--- config.mk ---
export PLATFORM = sky130hd
export DESIGN_NAME = haptic_velocity_estimator
export DESIGN_NICKNAME = d
export VERILOG_FILES = /design/src/hdl/hve_pkg.sv /design/src/hdl/haptic_velocity_estimator.sv
export SDC_FILE = /design/constraint.sdc
export NUM_CORES = 2
export LEC_CHECK = 0
export BUFFER_PORTS_ARGS = -buffer_cell sky130_fd_sc_hd__buf_2
export CAP_MARGIN = 20
export CORE_ASPECT_RATIO = 1.25
export CORE_MARGIN = 3
export CORE_UTILIZATION = 58
export DETAILED_ROUTE_END_ITERATION = 6
export HOLD_SLACK_MARGIN = 0.12
export PLACE_DENSITY = 0.78
export REMOVE_ABC_BUFFERS = 1
export SETUP_SLACK_MARGIN = 0.3
export SLEW_MARGIN = 0
export SYNTH_ARGS = -nofsm -noshare
export SYNTH_HDL_FRONTEND = slang
export SYNTH_SLANG_ARGS = --single-unit
--- constraint.sdc ---
create_clock -name clk -period 19.15 [get_ports clk]
set_clock_uncertainty 0.05 [all_clocks]
set_input_delay 0.9575 -clock clk [delete_from_list [all_inputs] [get_ports clk]]
set_output_delay 0.9575 -clock clk [all_outputs]
set_load 0.02 [all_outputs]
--- src/hdl/hve_pkg.sv ---
// Shared constants and types for the haptic velocity estimator.
`default_nettype none

package hve_pkg;

  localparam int COEF_FRAC_BITS = 28;

  localparam int NUM_AXES   = 3;
  localparam int AXIS_W     = 2;
  localparam int HIST_D     = 3;
  localparam int POS_W      = 21;
  localparam int VEL_W      = 32;
  localparam int GAIN_W     = 16;
  localparam int COEF_W     = 32;
  localparam int DIFF_W     = 25;
  localparam int RAW_W      = 40;
  localparam int DIGIT_W    = 16;
  localparam int NUM_DIGITS = 3;
  localparam int DIGIT_IDX_W = 2;
  localparam int OPND_W     = NUM_DIGITS * DIGIT_W;
  localparam int PROD_W     = COEF_W + DIGIT_W + 1;
  localparam int ACC_W      = 76;
  localparam int Q_W        = ACC_W - COEF_FRAC_BITS;
  localparam int CFG_IDX_W  = 3;
  localparam int CFG_DATA_W = 32;

  localparam logic signed [VEL_W-1:0] VEL_LIMIT = 32'sd2000000000;
  localparam logic signed [POS_W-1:0] POS_MAX   = 21'sd1048575;
  localparam logic signed [POS_W-1:0] POS_MIN   = {1'b1, {(POS_W-1){1'b0}}};

  localparam logic [GAIN_W-1:0]        GAIN_RST      = 16'd500;
  localparam logic signed [COEF_W-1:0] COEF_OUTER_RST = 32'sd58948;
  localparam logic signed [COEF_W-1:0] COEF_INNER_RST = 32'sd176845;
  localparam logic signed [COEF_W-1:0] FB_FIRST_RST  = -32'sd737875381;
  localparam logic signed [COEF_W-1:0] FB_SECOND_RST = 32'sd678658520;
  localparam logic signed [COEF_W-1:0] FB_THIRD_RST  = -32'sd208735411;

  typedef enum logic [CFG_IDX_W-1:0] {
    REG_DIFF_GAIN  = 3'd0,
    REG_COEF_OUTER = 3'd1,
    REG_COEF_INNER = 3'd2,
    REG_FB_FIRST   = 3'd3,
    REG_FB_SECOND  = 3'd4,
    REG_FB_THIRD   = 3'd5
  } cfg_reg_t;

endpackage

`default_nettype wire

--- src/hdl/haptic_velocity_estimator.sv ---
// Top level: axis remap, backward difference and third-order IIR low-pass per axis.
// A new input beat is taken only when idle, after all three axes are done and the result
// has gone to the output register. Each axis passes through the shared 32x17 digit
// multiplier (7 filter terms x 3 sixteen-bit digits) and through the difference, gain,
// rounding, saturation and history update steps.
// Reset (rst_n low, synchronous): histories to zero, registers to defaults, no beat pending.
`default_nettype none

module haptic_velocity_estimator (
  input  logic                                 clk,
  input  logic                                 rst_n,
  input  logic                                 in_valid,
  output logic                                 in_ready,
  input  logic signed [hve_pkg::POS_W-1:0]     in_dev_x,
  input  logic signed [hve_pkg::POS_W-1:0]     in_dev_y,
  input  logic signed [hve_pkg::POS_W-1:0]     in_dev_z,
  output logic                                 out_valid,
  input  logic                                 out_ready,
  output logic signed [hve_pkg::POS_W-1:0]     out_pos_x,
  output logic signed [hve_pkg::POS_W-1:0]     out_pos_y,
  output logic signed [hve_pkg::POS_W-1:0]     out_pos_z,
  output logic signed [hve_pkg::VEL_W-1:0]     out_vel_x,
  output logic signed [hve_pkg::VEL_W-1:0]     out_vel_y,
  output logic signed [hve_pkg::VEL_W-1:0]     out_vel_z,
  input  logic                                 cfg_valid,
  output logic                                 cfg_ready,
  input  logic [hve_pkg::CFG_IDX_W-1:0]        cfg_index,
  input  logic [hve_pkg::CFG_DATA_W-1:0]       cfg_data
);
  import hve_pkg::*;

  typedef enum logic [7:0] {
    ST_IDLE  = 8'b0000_0001,
    ST_DIFF  = 8'b0000_0010,
    ST_GAIN  = 8'b0000_0100,
    ST_MAC   = 8'b0000_1000,
    ST_ROUND = 8'b0001_0000,
    ST_SAT   = 8'b0010_0000,
    ST_ROT   = 8'b0100_0000,
    ST_DONE  = 8'b1000_0000
  } state_t;

  typedef enum logic [2:0] {
    TERM_V0 = 3'd0,
    TERM_V3 = 3'd1,
    TERM_V1 = 3'd2,
    TERM_V2 = 3'd3,
    TERM_Y1 = 3'd4,
    TERM_Y2 = 3'd5,
    TERM_Y3 = 3'd6
  } term_t;

  localparam logic signed [ACC_W-1:0] ROUND_HALF = ACC_W'(1) << (COEF_FRAC_BITS - 1);
  localparam logic signed [Q_W-1:0]   Q_HI       = Q_W'(VEL_LIMIT);
  localparam logic signed [Q_W-1:0]   Q_LO       = -Q_HI;

  state_t                    state_r, state_nxt;
  logic [AXIS_W-1:0]         axis_r;
  term_t                     term_r;
  logic [DIGIT_IDX_W-1:0]    digit_r;
  logic                      out_valid_r;
  logic                      out_load;

  logic [GAIN_W-1:0]         gain_r;
  logic signed [COEF_W-1:0]  coef_outer_r, coef_inner_r;
  logic signed [COEF_W-1:0]  fb_first_r, fb_second_r, fb_third_r;

  // slot 0 of every per-axis array always holds the axis in work
  logic signed [POS_W-1:0]   pos_r   [NUM_AXES];
  logic signed [POS_W-1:0]   prev_r  [NUM_AXES];
  logic signed [POS_W-1:0]   older_r [NUM_AXES];
  logic signed [RAW_W-1:0]   rv_r    [NUM_AXES][HIST_D];
  logic signed [VEL_W-1:0]   fv_r    [NUM_AXES][HIST_D];

  logic signed [DIFF_W-1:0]  d_r, d_nxt;
  logic signed [RAW_W-1:0]   v0_r, v0_nxt;
  logic signed [DIFF_W+GAIN_W:0] gain_prod;
  logic signed [ACC_W-1:0]   acc_r, acc_nxt, acc_base;
  logic signed [VEL_W-1:0]   y_r, y_nxt;
  logic signed [Q_W-1:0]     q_val;

  logic signed [RAW_W-1:0]   opnd;
  logic signed [OPND_W-1:0]  opnd_ext;
  logic [DIGIT_W-1:0]        digit_bits;
  logic signed [DIGIT_W:0]   digit_s;
  logic signed [COEF_W-1:0]  coef_sel;
  logic                      sub_sel;
  logic signed [PROD_W-1:0]  prod;

  logic signed [POS_W-1:0]   pos_y_in;
  logic signed [DIFF_W-1:0]  p0_e, p1_e, p2_e;

  assign in_ready  = (state_r == ST_IDLE);
  assign cfg_ready = 1'b1;
  assign out_valid = out_valid_r;
  assign out_load  = (state_r == ST_DONE) && (!out_valid_r || out_ready);

  // negating the most negative z saturates
  assign pos_y_in = (in_dev_z == POS_MIN) ? POS_MAX : -in_dev_z;

  assign p0_e  = DIFF_W'(pos_r[0]);
  assign p1_e  = DIFF_W'(prev_r[0]);
  assign p2_e  = DIFF_W'(older_r[0]);
  assign d_nxt = (p0_e <<< 1) + p0_e - (p1_e <<< 2) + p2_e;

  assign gain_prod = d_r * $signed({1'b0, gain_r});
  assign v0_nxt    = RAW_W'(gain_prod);

  always_comb begin
    opnd     = v0_r;
    coef_sel = coef_outer_r;
    sub_sel  = 1'b0;
    case (term_r)
      TERM_V0: begin
        opnd = v0_r;            coef_sel = coef_outer_r; sub_sel = 1'b0;
      end
      TERM_V3: begin
        opnd = rv_r[0][2];      coef_sel = coef_outer_r; sub_sel = 1'b0;
      end
      TERM_V1: begin
        opnd = rv_r[0][0];      coef_sel = coef_inner_r; sub_sel = 1'b0;
      end
      TERM_V2: begin
        opnd = rv_r[0][1];      coef_sel = coef_inner_r; sub_sel = 1'b0;
      end
      TERM_Y1: begin
        opnd = RAW_W'(fv_r[0][0]); coef_sel = fb_first_r; sub_sel = 1'b1;
      end
      TERM_Y2: begin
        opnd = RAW_W'(fv_r[0][1]); coef_sel = fb_second_r; sub_sel = 1'b1;
      end
      TERM_Y3: begin
        opnd = RAW_W'(fv_r[0][2]); coef_sel = fb_third_r; sub_sel = 1'b1;
      end
      default: begin
        opnd = v0_r;            coef_sel = coef_outer_r; sub_sel = 1'b0;
      end
    endcase
  end

  // top digit carries the sign, lower digits are unsigned
  assign opnd_ext   = OPND_W'(opnd);
  assign digit_bits = opnd_ext[digit_r*DIGIT_W +: DIGIT_W];
  assign digit_s    = (digit_r == DIGIT_IDX_W'(NUM_DIGITS - 1)) ?
                      {digit_bits[DIGIT_W-1], digit_bits} : {1'b0, digit_bits};
  assign prod       = coef_sel * digit_s;

  // Horner over digits: shift the sum up one digit at the first term of each digit
  assign acc_base = (term_r == TERM_V0) ? (acc_r <<< DIGIT_W) : acc_r;
  assign acc_nxt  = sub_sel ? (acc_base - ACC_W'(prod)) : (acc_base + ACC_W'(prod));

  assign q_val = acc_r[ACC_W-1:COEF_FRAC_BITS];
  always_comb begin
    if (q_val > Q_HI) begin
      y_nxt = VEL_LIMIT;
    end else if (q_val < Q_LO) begin
      y_nxt = -VEL_LIMIT;
    end else begin
      y_nxt = q_val[VEL_W-1:0];
    end
  end

  always_comb begin
    state_nxt = state_r;
    unique case (state_r)
      ST_IDLE:  if (in_valid) state_nxt = ST_DIFF;
      ST_DIFF:  state_nxt = ST_GAIN;
      ST_GAIN:  state_nxt = ST_MAC;
      ST_MAC:   if (term_r == TERM_Y3 && digit_r == '0) state_nxt = ST_ROUND;
      ST_ROUND: state_nxt = ST_SAT;
      ST_SAT:   state_nxt = ST_ROT;
      ST_ROT: begin
        if (axis_r == AXIS_W'(NUM_AXES - 1)) begin
          state_nxt = ST_DONE;
        end else begin
          state_nxt = ST_DIFF;
        end
      end
      ST_DONE:  if (out_load) state_nxt = ST_IDLE;
      default:  state_nxt = ST_IDLE;
    endcase
  end

  // control, configuration and filter history
  always_ff @(posedge clk) begin
    if (!rst_n) begin
      state_r      <= ST_IDLE;
      axis_r       <= '0;
      term_r       <= TERM_V0;
      digit_r      <= '0;
      out_valid_r  <= 1'b0;
      gain_r       <= GAIN_RST;
      coef_outer_r <= COEF_OUTER_RST;
      coef_inner_r <= COEF_INNER_RST;
      fb_first_r   <= FB_FIRST_RST;
      fb_second_r  <= FB_SECOND_RST;
      fb_third_r   <= FB_THIRD_RST;
      for (int i = 0; i < NUM_AXES; i++) begin
        prev_r[i]  <= '0;
        older_r[i] <= '0;
        for (int j = 0; j < HIST_D; j++) begin
          rv_r[i][j] <= '0;
          fv_r[i][j] <= '0;
        end
      end
    end else begin
      state_r <= state_nxt;

      if (cfg_valid) begin
        unique case (cfg_reg_t'(cfg_index))
          REG_DIFF_GAIN:  gain_r       <= cfg_data[GAIN_W-1:0];
          REG_COEF_OUTER: coef_outer_r <= cfg_data;
          REG_COEF_INNER: coef_inner_r <= cfg_data;
          REG_FB_FIRST:   fb_first_r   <= cfg_data;
          REG_FB_SECOND:  fb_second_r  <= cfg_data;
          REG_FB_THIRD:   fb_third_r   <= cfg_data;
          default: ;
        endcase
      end

      if (state_r == ST_GAIN) begin
        term_r  <= TERM_V0;
        digit_r <= DIGIT_IDX_W'(NUM_DIGITS - 1);
      end else if (state_r == ST_MAC) begin
        if (term_r == TERM_Y3) begin
          term_r  <= TERM_V0;
          digit_r <= digit_r - DIGIT_IDX_W'(1);
        end else begin
          term_r <= term_t'(term_r + 3'd1);
        end
      end

      // advance the axis ring: slot 0 retires to the back with its history updated
      if (state_r == ST_ROT) begin
        axis_r <= (axis_r == AXIS_W'(NUM_AXES - 1)) ? '0 : axis_r + AXIS_W'(1);
        for (int i = 0; i < NUM_AXES - 1; i++) begin
          prev_r[i]  <= prev_r[i+1];
          older_r[i] <= older_r[i+1];
          for (int j = 0; j < HIST_D; j++) begin
            rv_r[i][j] <= rv_r[i+1][j];
            fv_r[i][j] <= fv_r[i+1][j];
          end
        end
        prev_r[NUM_AXES-1]   <= pos_r[0];
        older_r[NUM_AXES-1]  <= prev_r[0];
        rv_r[NUM_AXES-1][0]  <= v0_r;
        rv_r[NUM_AXES-1][1]  <= rv_r[0][0];
        rv_r[NUM_AXES-1][2]  <= rv_r[0][1];
        fv_r[NUM_AXES-1][0]  <= y_r;
        fv_r[NUM_AXES-1][1]  <= fv_r[0][0];
        fv_r[NUM_AXES-1][2]  <= fv_r[0][1];
      end

      if (out_load) begin
        out_valid_r <= 1'b1;
      end else if (out_ready) begin
        out_valid_r <= 1'b0;
      end
    end
  end

  logic signed [POS_W-1:0] out_pos_x_r, out_pos_y_r, out_pos_z_r;
  logic signed [VEL_W-1:0] out_vel_x_r, out_vel_y_r, out_vel_z_r;

  // datapath payload
  always_ff @(posedge clk) begin
    if (state_r == ST_IDLE && in_valid) begin
      pos_r[0] <= in_dev_x;
      pos_r[1] <= pos_y_in;
      pos_r[2] <= in_dev_y;
    end else if (state_r == ST_ROT) begin
      for (int i = 0; i < NUM_AXES - 1; i++) begin
        pos_r[i] <= pos_r[i+1];
      end
      pos_r[NUM_AXES-1] <= pos_r[0];
    end

    if (state_r == ST_DIFF) d_r <= d_nxt;

    if (state_r == ST_GAIN) begin
      v0_r  <= v0_nxt;
      acc_r <= '0;
    end else if (state_r == ST_MAC) begin
      acc_r <= acc_nxt;
    end else if (state_r == ST_ROUND) begin
      acc_r <= acc_r + ROUND_HALF;
    end

    if (state_r == ST_SAT) y_r <= y_nxt;

    if (out_load) begin
      out_pos_x_r <= pos_r[0];
      out_pos_y_r <= pos_r[1];
      out_pos_z_r <= pos_r[2];
      out_vel_x_r <= fv_r[0][0];
      out_vel_y_r <= fv_r[1][0];
      out_vel_z_r <= fv_r[2][0];
    end
  end

  assign out_pos_x = out_pos_x_r;
  assign out_pos_y = out_pos_y_r;
  assign out_pos_z = out_pos_z_r;
  assign out_vel_x = out_vel_x_r;
  assign out_vel_y = out_vel_y_r;
  assign out_vel_z = out_vel_z_r;

endmodule

`default_nettype wire

==> Word-level counts from Yosys, hierarchy flattened <==
Memories as Yosys holds them, arrays and structs flattened.
Cells that the tools add are included.
{ "totals": {"register_bits": 524, "ram_bits": 837, "inputBits": 103, "out_inout_bits": 162, "word_cells": 178, "mem_count": 5} }
{ "classes": {"addsub": 10, "n_mul": 2, "order_cmp": 2, "eq_ne": 25, "shifts": 1, "n_mux": 57, "bitwise": 28, "n_reduce_logical": 25} }
{ "mem_list": {"columns": ["name", "words", "word_bits", "rd", "rd_ports_with_merged_regs", "write_ports", "line", "source"], "rows": [
  ["rv_r", 3, 120, 3, 0, 3, "haptic_velocity_estimator.sv:72", "logic signed [RAW_W-1:0] rv_r [NUM_AXES][HIST_D];"],
  ["fv_r", 3, 96, 3, 0, 3, "haptic_velocity_estimator.sv:73", "logic signed [VEL_W-1:0] fv_r [NUM_AXES][HIST_D];"],
  ["older_r", 3, 21, 3, 0, 3, "haptic_velocity_estimator.sv:71", "logic signed [POS_W-1:0] older_r [NUM_AXES];"],
  ["pos_r", 3, 21, 3, 0, 3, "haptic_velocity_estimator.sv:69", "logic signed [POS_W-1:0] pos_r [NUM_AXES];"],
  ["prev_r", 3, 21, 3, 0, 3, "haptic_velocity_estimator.sv:70", "logic signed [POS_W-1:0] prev_r [NUM_AXES];"]
]} }
{ "ops": {"columns": ["operator", "count"], "rows": [
  ["40-bit two-way mux", 9],
  ["32-bit two-way mux", 10],
  ["76-bit two-way mux", 4],
  ["40-bit case mux with 6 select lines", 1],
  ["21-bit two-way mux", 10],
  ["32-bit case mux with 4 select lines", 1],
  ["76-bit by 29-bit adder with 76-bit output (second input constant)", 1],
  ["76-bit by 49-bit adder with 76-bit output", 1],
  ["76-bit by 49-bit subtractor with 76-bit output", 1],
  ["8-bit case mux with 8 select lines", 1],
  ["32-bit by 17-bit multiplier with 49-bit output", 1],
  ["48-bit by 32-bit > comparator with 1-bit output (second input constant)", 1],
  ["48-bit by 32-bit less-than comparator with 1-bit output (second input constant)", 1],
  ["48-bit by 7-bit variable part select with 16-bit output", 1],
  ["25-bit by 17-bit multiplier with 40-bit output", 1],
  ["8-bit two-way mux", 4],
  ["1-bit bitwise OR", 27],
  ["24-bit by 21-bit adder with 25-bit output", 1],
  ["23-bit by 23-bit subtractor with 24-bit output", 1],
  ["22-bit by 21-bit adder with 23-bit output", 1],
  ["21-bit equality test (second input constant)", 1],
  ["21-bit negation", 1],
  ["17-bit two-way mux", 1],
  ["2-bit AND reduction", 8],
  ["29 further kinds", 61]
]} }

==> Logic depth before layout (Yosys ltp) <==
{ "logic_depth": {"word_depth": 8, "ltp_mapped": 56, "mapped_depth_nobuf": 47} }

==> Worst setup path after synthesis <==
Ideal clock, no wire load.
{ "synth_timing": {"path_kind": "input to register", "from": "in rst_n", "to": "mem fv_r[0][0] in the netlist's numbering (enable)", "setup_ns": 5.354, "arrival_time_ns": 14.208, "required_time_ns": 13.746, "setup_slack_ns": -0.463, "cell_stages": 4, "path_buffers": 3, "path_cell_list": "clkbuf_1 -> clkbuf_1 -> clkbuf_1 -> nand2_1"} }
{ "synth_lines": {"columns": ["element", "line", "source"], "rows": [
  ["start: declaration", "haptic_velocity_estimator.sv:11", "input logic rst_n,"],
  ["end: declaration", "haptic_velocity_estimator.sv:73", null]
]} }

==> Final worst setup path <==
{ "layout_timing": {"from": "reg term_r[0]", "to": "reg acc_r[63]"} }
{ "layout_between": {"elab_chain_cells": 8, "word_cells_on_any_way": 20, "classes_between": "add/sub (2); mul (1); eq/ne (6); shift (1); mux (7); reduce/logical (3)"} }
{ "layout_rtl": {"columns": ["element", "line", "source"], "rows": [
  ["start: declaration", "haptic_velocity_estimator.sv:59", "term_t term_r;"],
  ["start signal: assignment", "haptic_velocity_estimator.sv:229", "term_r <= term_t'(term_r + 3'd1);"],
  ["3-bit equality test, or another cell as far along", "haptic_velocity_estimator.sv:113", "case (term_r)"],
  ["40-bit case mux with 6 select lines", "haptic_velocity_estimator.sv:113", null],
  ["48-bit by 7-bit variable part select with 16-bit output", "haptic_velocity_estimator.sv:143", "assign digit_bits = opnd_ext[digit_r*DIGIT_W +: DIGIT_W];"],
  ["17-bit two-way mux", "haptic_velocity_estimator.sv:144", "assign digit_s = (digit_r == DIGIT_IDX_W'(NUM_DIGITS - 1)) ?"],
  ["32-bit by 17-bit multiplier with 49-bit output", "haptic_velocity_estimator.sv:146", "assign prod = coef_sel * digit_s;"],
  ["76-bit by 49-bit adder with 76-bit output / 76-bit by 49-bit subtractor with 76-bit output (equally long branches)", "haptic_velocity_estimator.sv:150", "assign acc_nxt = sub_sel ? (acc_base - ACC_W'(prod)) : (acc_base + ACC_W'(prod));"],
  ["76-bit two-way mux (*)", "haptic_velocity_estimator.sv:150", null],
  ["76-bit two-way mux (*)", "haptic_velocity_estimator.sv:283", "end else if (state_r == ST_MAC) begin"],
  ["end signal: assignment", "haptic_velocity_estimator.sv:284", "acc_r <= acc_nxt;"],
  ["end signal: assignment", "haptic_velocity_estimator.sv:286", "acc_r <= acc_r + ROUND_HALF;"],
  ["end: declaration", "haptic_velocity_estimator.sv:78", "logic signed [ACC_W-1:0] acc_r, acc_nxt, acc_base;"]
]} }
Every way passes the cells marked *; elsewhere a longest branch is shown, timed or not.
A chain may end at the register's enable or synchronous reset.

==> results list <==
- Clock latency of the later-clocked register in the worst-skew pair: 0.82 ns
* Worst R2R Start: term_r[0]$_SDFFE_PP0P_
* Hold-fix buffer count after cts: 0
- STA classifies the critical path startpoint as a flip-flop.
- Library cells used by synthesis: 88
- The cell sitting at the root of the clock tree is a sky130_fd_sc_hd__clkbuf_16.
- Cell with the largest stage delay on the worst path: sky130_fd_sc_hd__or4b_1
- For this run, the number of Yosys warnings is 0.
- The number of global-route vias before repair is 71000.
- Counting flops and latches in the post-synthesis netlist gives 1361.
- Of the cells placed in the final design, the portion with a size suffix greater than 1 is 7.21%.
- Total Die Area: 169000 um2
- Area leader, netlist: sky130_fd_sc_hd__edfxtp_1
- After global routing the overflow that remains totals 0.
* Number of buffer cells added on primary ports: 263
* Hold wc startpoint: in_dev_x[12]
- Number of setup buffers added after CTS: 0
* Final Routed Wirelength: 268000 um
- The most used flip-flop cell after synthesis is sky130_fd_sc_hd__edfxtp_1.
- The critical path starts at term_r[0]$_SDFFE_PP0P_.
- Chip width: 369 um
- Worst setup slack for register-to-register paths: 3.54 ns
* Clock Sinks: 1361
- Once the floorplan was initialized, standard cells occupied 58.6% of the core.
- The worst hold path belongs to the class in2reg.
- The detailed router placed 69600 vias in this run.
- Final setup violating endpoints: 0
- Synthesis produced a netlist whose cell count is 9302.
* Sequential cell area in the final layout: 38200 um2
* Layout Utilization: 63.5%
- Post-cts gate resize count: 0
- Largest net degree at the start of global routing: 308
- The worst setup path is of the reg2reg kind.
- Total global-route track usage: 31.8%
- Reg2reg end: acc_r[63]$_SDFFE_PP0N_
* Final number of hold-violating endpoints: 0
- Setup total negative slack on the finished layout was measured at 0 ns.
- Crit path buffers/inverters: 7
- The final reports fail on design-rule violations.
- Count of H-tree levels built during CTS: 4
- The routed design could run at a clock period as short as 15.61 ns.
* First-pass GRT wire length: 415000 um
- Post-synth EDFFs: 1093
* Worst Path Required: 19.81 ns
* Number of nets in the layout: 10600
* Cell family with the largest share of critical-path delay: adder cells
- The worst register-to-register path has a depth of 42.
- Dividing the detail-routed wire length by the instance count gives 23.2 um.
- Vias per cell: 6.03
* Most instantiated library cell after synthesis: sky130_fd_sc_hd__nand2_1
* Area of the mapped netlist: 95400 um2
* Arrival time worst endpoint: 16.28 ns
- Site Rows: 165
- The die is 459 um tall.
- Result of the run: complete, but fails checks
- In the final layout, the multi-input gates occupy 50900 um2.
- TritonCTS built the clock tree.
* Cell depth of the worst setup path: 42
- Number of clock buffers inserted by TritonCTS: 141
* Share of the synthesized area in the top cell type: 34.4%
- First DRT Iteration DRCs: 7426
- Worst max-slew margin expressed relative to the limit: 10.9%
- Counting instances in the post-synthesis netlist gives the leading cell types as sky130_fd_sc_hd__nand2_1 (1432), sky130_fd_sc_hd__inv_1 (1109), sky130_fd_sc_hd__edfxtp_1 (1093).
- Mean instance size in the synthesized netlist: 10.3 um2
- Crit. End Element: flip-flop
* Period utilisation layout: 81.5%
- The critical path ends at acc_r[63]$_SDFFE_PP0N_.
* Placeable core area: 163000 um2
- Ys async rst share: 0%
* Most area-consuming cells after synthesis: sky130_fd_sc_hd__edfxtp_1 (34%), sky130_fd_sc_hd__fa_1 (20%), sky130_fd_sc_hd__and3_1 (5.7%), sky130_fd_sc_hd__nand2_1 (5.6%), sky130_fd_sc_hd__dfxtp_1 (5.6%)
- Timing would allow up to 64.0 MHz.
* Post-synthesis sequential area ratio: 40.0%
- HPWL after detailed placement: 196000 um
* Drt drc: 1
- I/O pin count: 265
- The count of nets left with antenna violations once routing finished came out at 0.
- Max Root-Sink Buffers: 3
* Initial antenna violation count: 21
- Final number of max-transition violations: 0
* Maximum fanout along the worst path: 29
* RSZ-0062 raised after global routing: false
- Clk slew on worst S/H paths: 0.06 ns
* Delay of the slowest critical-path stage: 0.89 ns
- Before antenna repair, the detailed router went through 7 iterations.
- The area growth from synthesis to layout is 8.25%.
- At the pin with the least slew margin, the transition time is 1.34 ns.
- Filler Cell Count: 12900
- The congestion estimate from routability-driven global placement came to 0.976.
- Maximum Capacitance Violations: 0
- Worst slack on hold paths: 0.358 ns
worst min path at each step:
| stage | to | cells past startpoint |
|---|---|---|
| 2_1_floorplan | out_vel_y[0]$_DFFE_PP_ | 0 |
| 3_3_place_gp | out_vel_z[17]$_DFFE_PP_ | 0 |
| 3_5_place_dp | out_vel_y[28]$_DFFE_PP_ | 0 |
| 4_1_cts | pos_r[0][12]$_DFFE_PP_ | 3 |
| 5_1_grt | pos_r[0][12]$_DFFE_PP_ | 3 |
| 6_report | pos_r[0][12]$_DFFE_PP_ | 3 |
flip-flops by register name, summed over array words and instances (netlist names), 25 cells and up:
| name | cells |
|---|---|
| pos_r | 63 |
| fb_first_r | 32 |
| d_r | 25 |
| v0_r | 40 |
| out_vel_x | 32 |
| y_r | 32 |
| out_vel_y | 32 |
| fb_second_r | 32 |
| acc_r | 76 |
| fb_third_r | 32 |
| older_r | 63 |
| fv_r | 288 |
| coef_inner_r | 32 |
| coef_outer_r | 32 |
| rv_r | 360 |
| prev_r | 63 |
| out_vel_z | 32 |
stage by stage:
stage                     worst slack [ns]  std cells  area [um2]
after floorplan                     -11.24       8710       93100
after global placement                3.53      11300       98200
after detailed placement              3.80      11300       98300
after CTS                             3.77      11500      103000
after global routing                  2.72      11500      103000
final                                 3.54      11500      103000
worst register-to-register path: cells and delay by family, from the launching register on:
family	cells	cell delay, ns
fa+ha+maj	9	4.61
compound gates	11	4.26
simple gates	12	4.19
buf+inv	7	1.10
flops	1	0.84
xor+xnor	3	0.51
cell usage in the layout, fill, tap and decap left out, types with 33 or more instances in the layout:
cell	instances
sky130_fd_sc_hd__mux2i_1	63
sky130_fd_sc_hd__a221oi_1	44
sky130_fd_sc_hd__edfxtp_1	1093
sky130_fd_sc_hd__clkbuf_16	141
sky130_fd_sc_hd__xnor2_1	172
sky130_fd_sc_hd__a21boi_0	112
sky130_fd_sc_hd__buf_2	262
sky130_fd_sc_hd__nand4_1	42
sky130_fd_sc_hd__nor2_1	451
sky130_fd_sc_hd__ha_1	325
sky130_fd_sc_hd__dfxtp_1	265
sky130_fd_sc_hd__nor3_1	65
sky130_fd_sc_hd__xor2_1	96
sky130_fd_sc_hd__nand3_1	145
sky130_fd_sc_hd__o21a_1	35
sky130_fd_sc_hd__and2_1	230
sky130_fd_sc_hd__o21ai_0	204
sky130_fd_sc_hd__nand2b_1	40
sky130_fd_sc_hd__inv_1	1109
sky130_fd_sc_hd__a221o_1	34
sky130_fd_sc_hd__fa_1	942
sky130_fd_sc_hd__and3_1	865
sky130_fd_sc_hd__a211oi_1	63
sky130_fd_sc_hd__nor2b_1	33
sky130_fd_sc_hd__buf_4	104
sky130_fd_sc_hd__nand2_1	1430
sky130_fd_sc_hd__a21oi_1	285
sky130_fd_sc_hd__o31ai_1	42
sky130_fd_sc_hd__a21o_1	102
cells by family after synthesis:
| family | synth area share (%) |
|---|---|
| and+or+nand+nor | 17.6 |
| adders and majority gates | 24.0 |
| AOI/OAI and AO/OA | 8.27 |
| other | 0.00393 |
| xor gates and xnor gates | 2.46 |
| DFF | 40.0 |
| muxes | 0.850 |
| buffers and inverters | 6.75 |
area by class of cell:
type | instances | area share [%]
clock buffer | 174 | 3.55
timing repair buffer | 380 | 2.32
clock inverter | 89 | 1.14
sequential | 1361 | 37.0
multi-input combinational | 6237 | 49.3
tap | 2171 | 2.63
antenna | 8 | 0.0194
inverter | 1112 | 4.04
per-layer routing:
layer  vias up  wire [um]  track usage (%)
met5         -         13                0
met2      3067     130000             52.7
met1     34900     102000             40.7
li1      31000          -                -
met4         2      15200             15.9
met3       661      21000             5.24
Power is not shown: default switching activity piles up to over one toggle a cycle in this logic, so the estimate is an artifact.
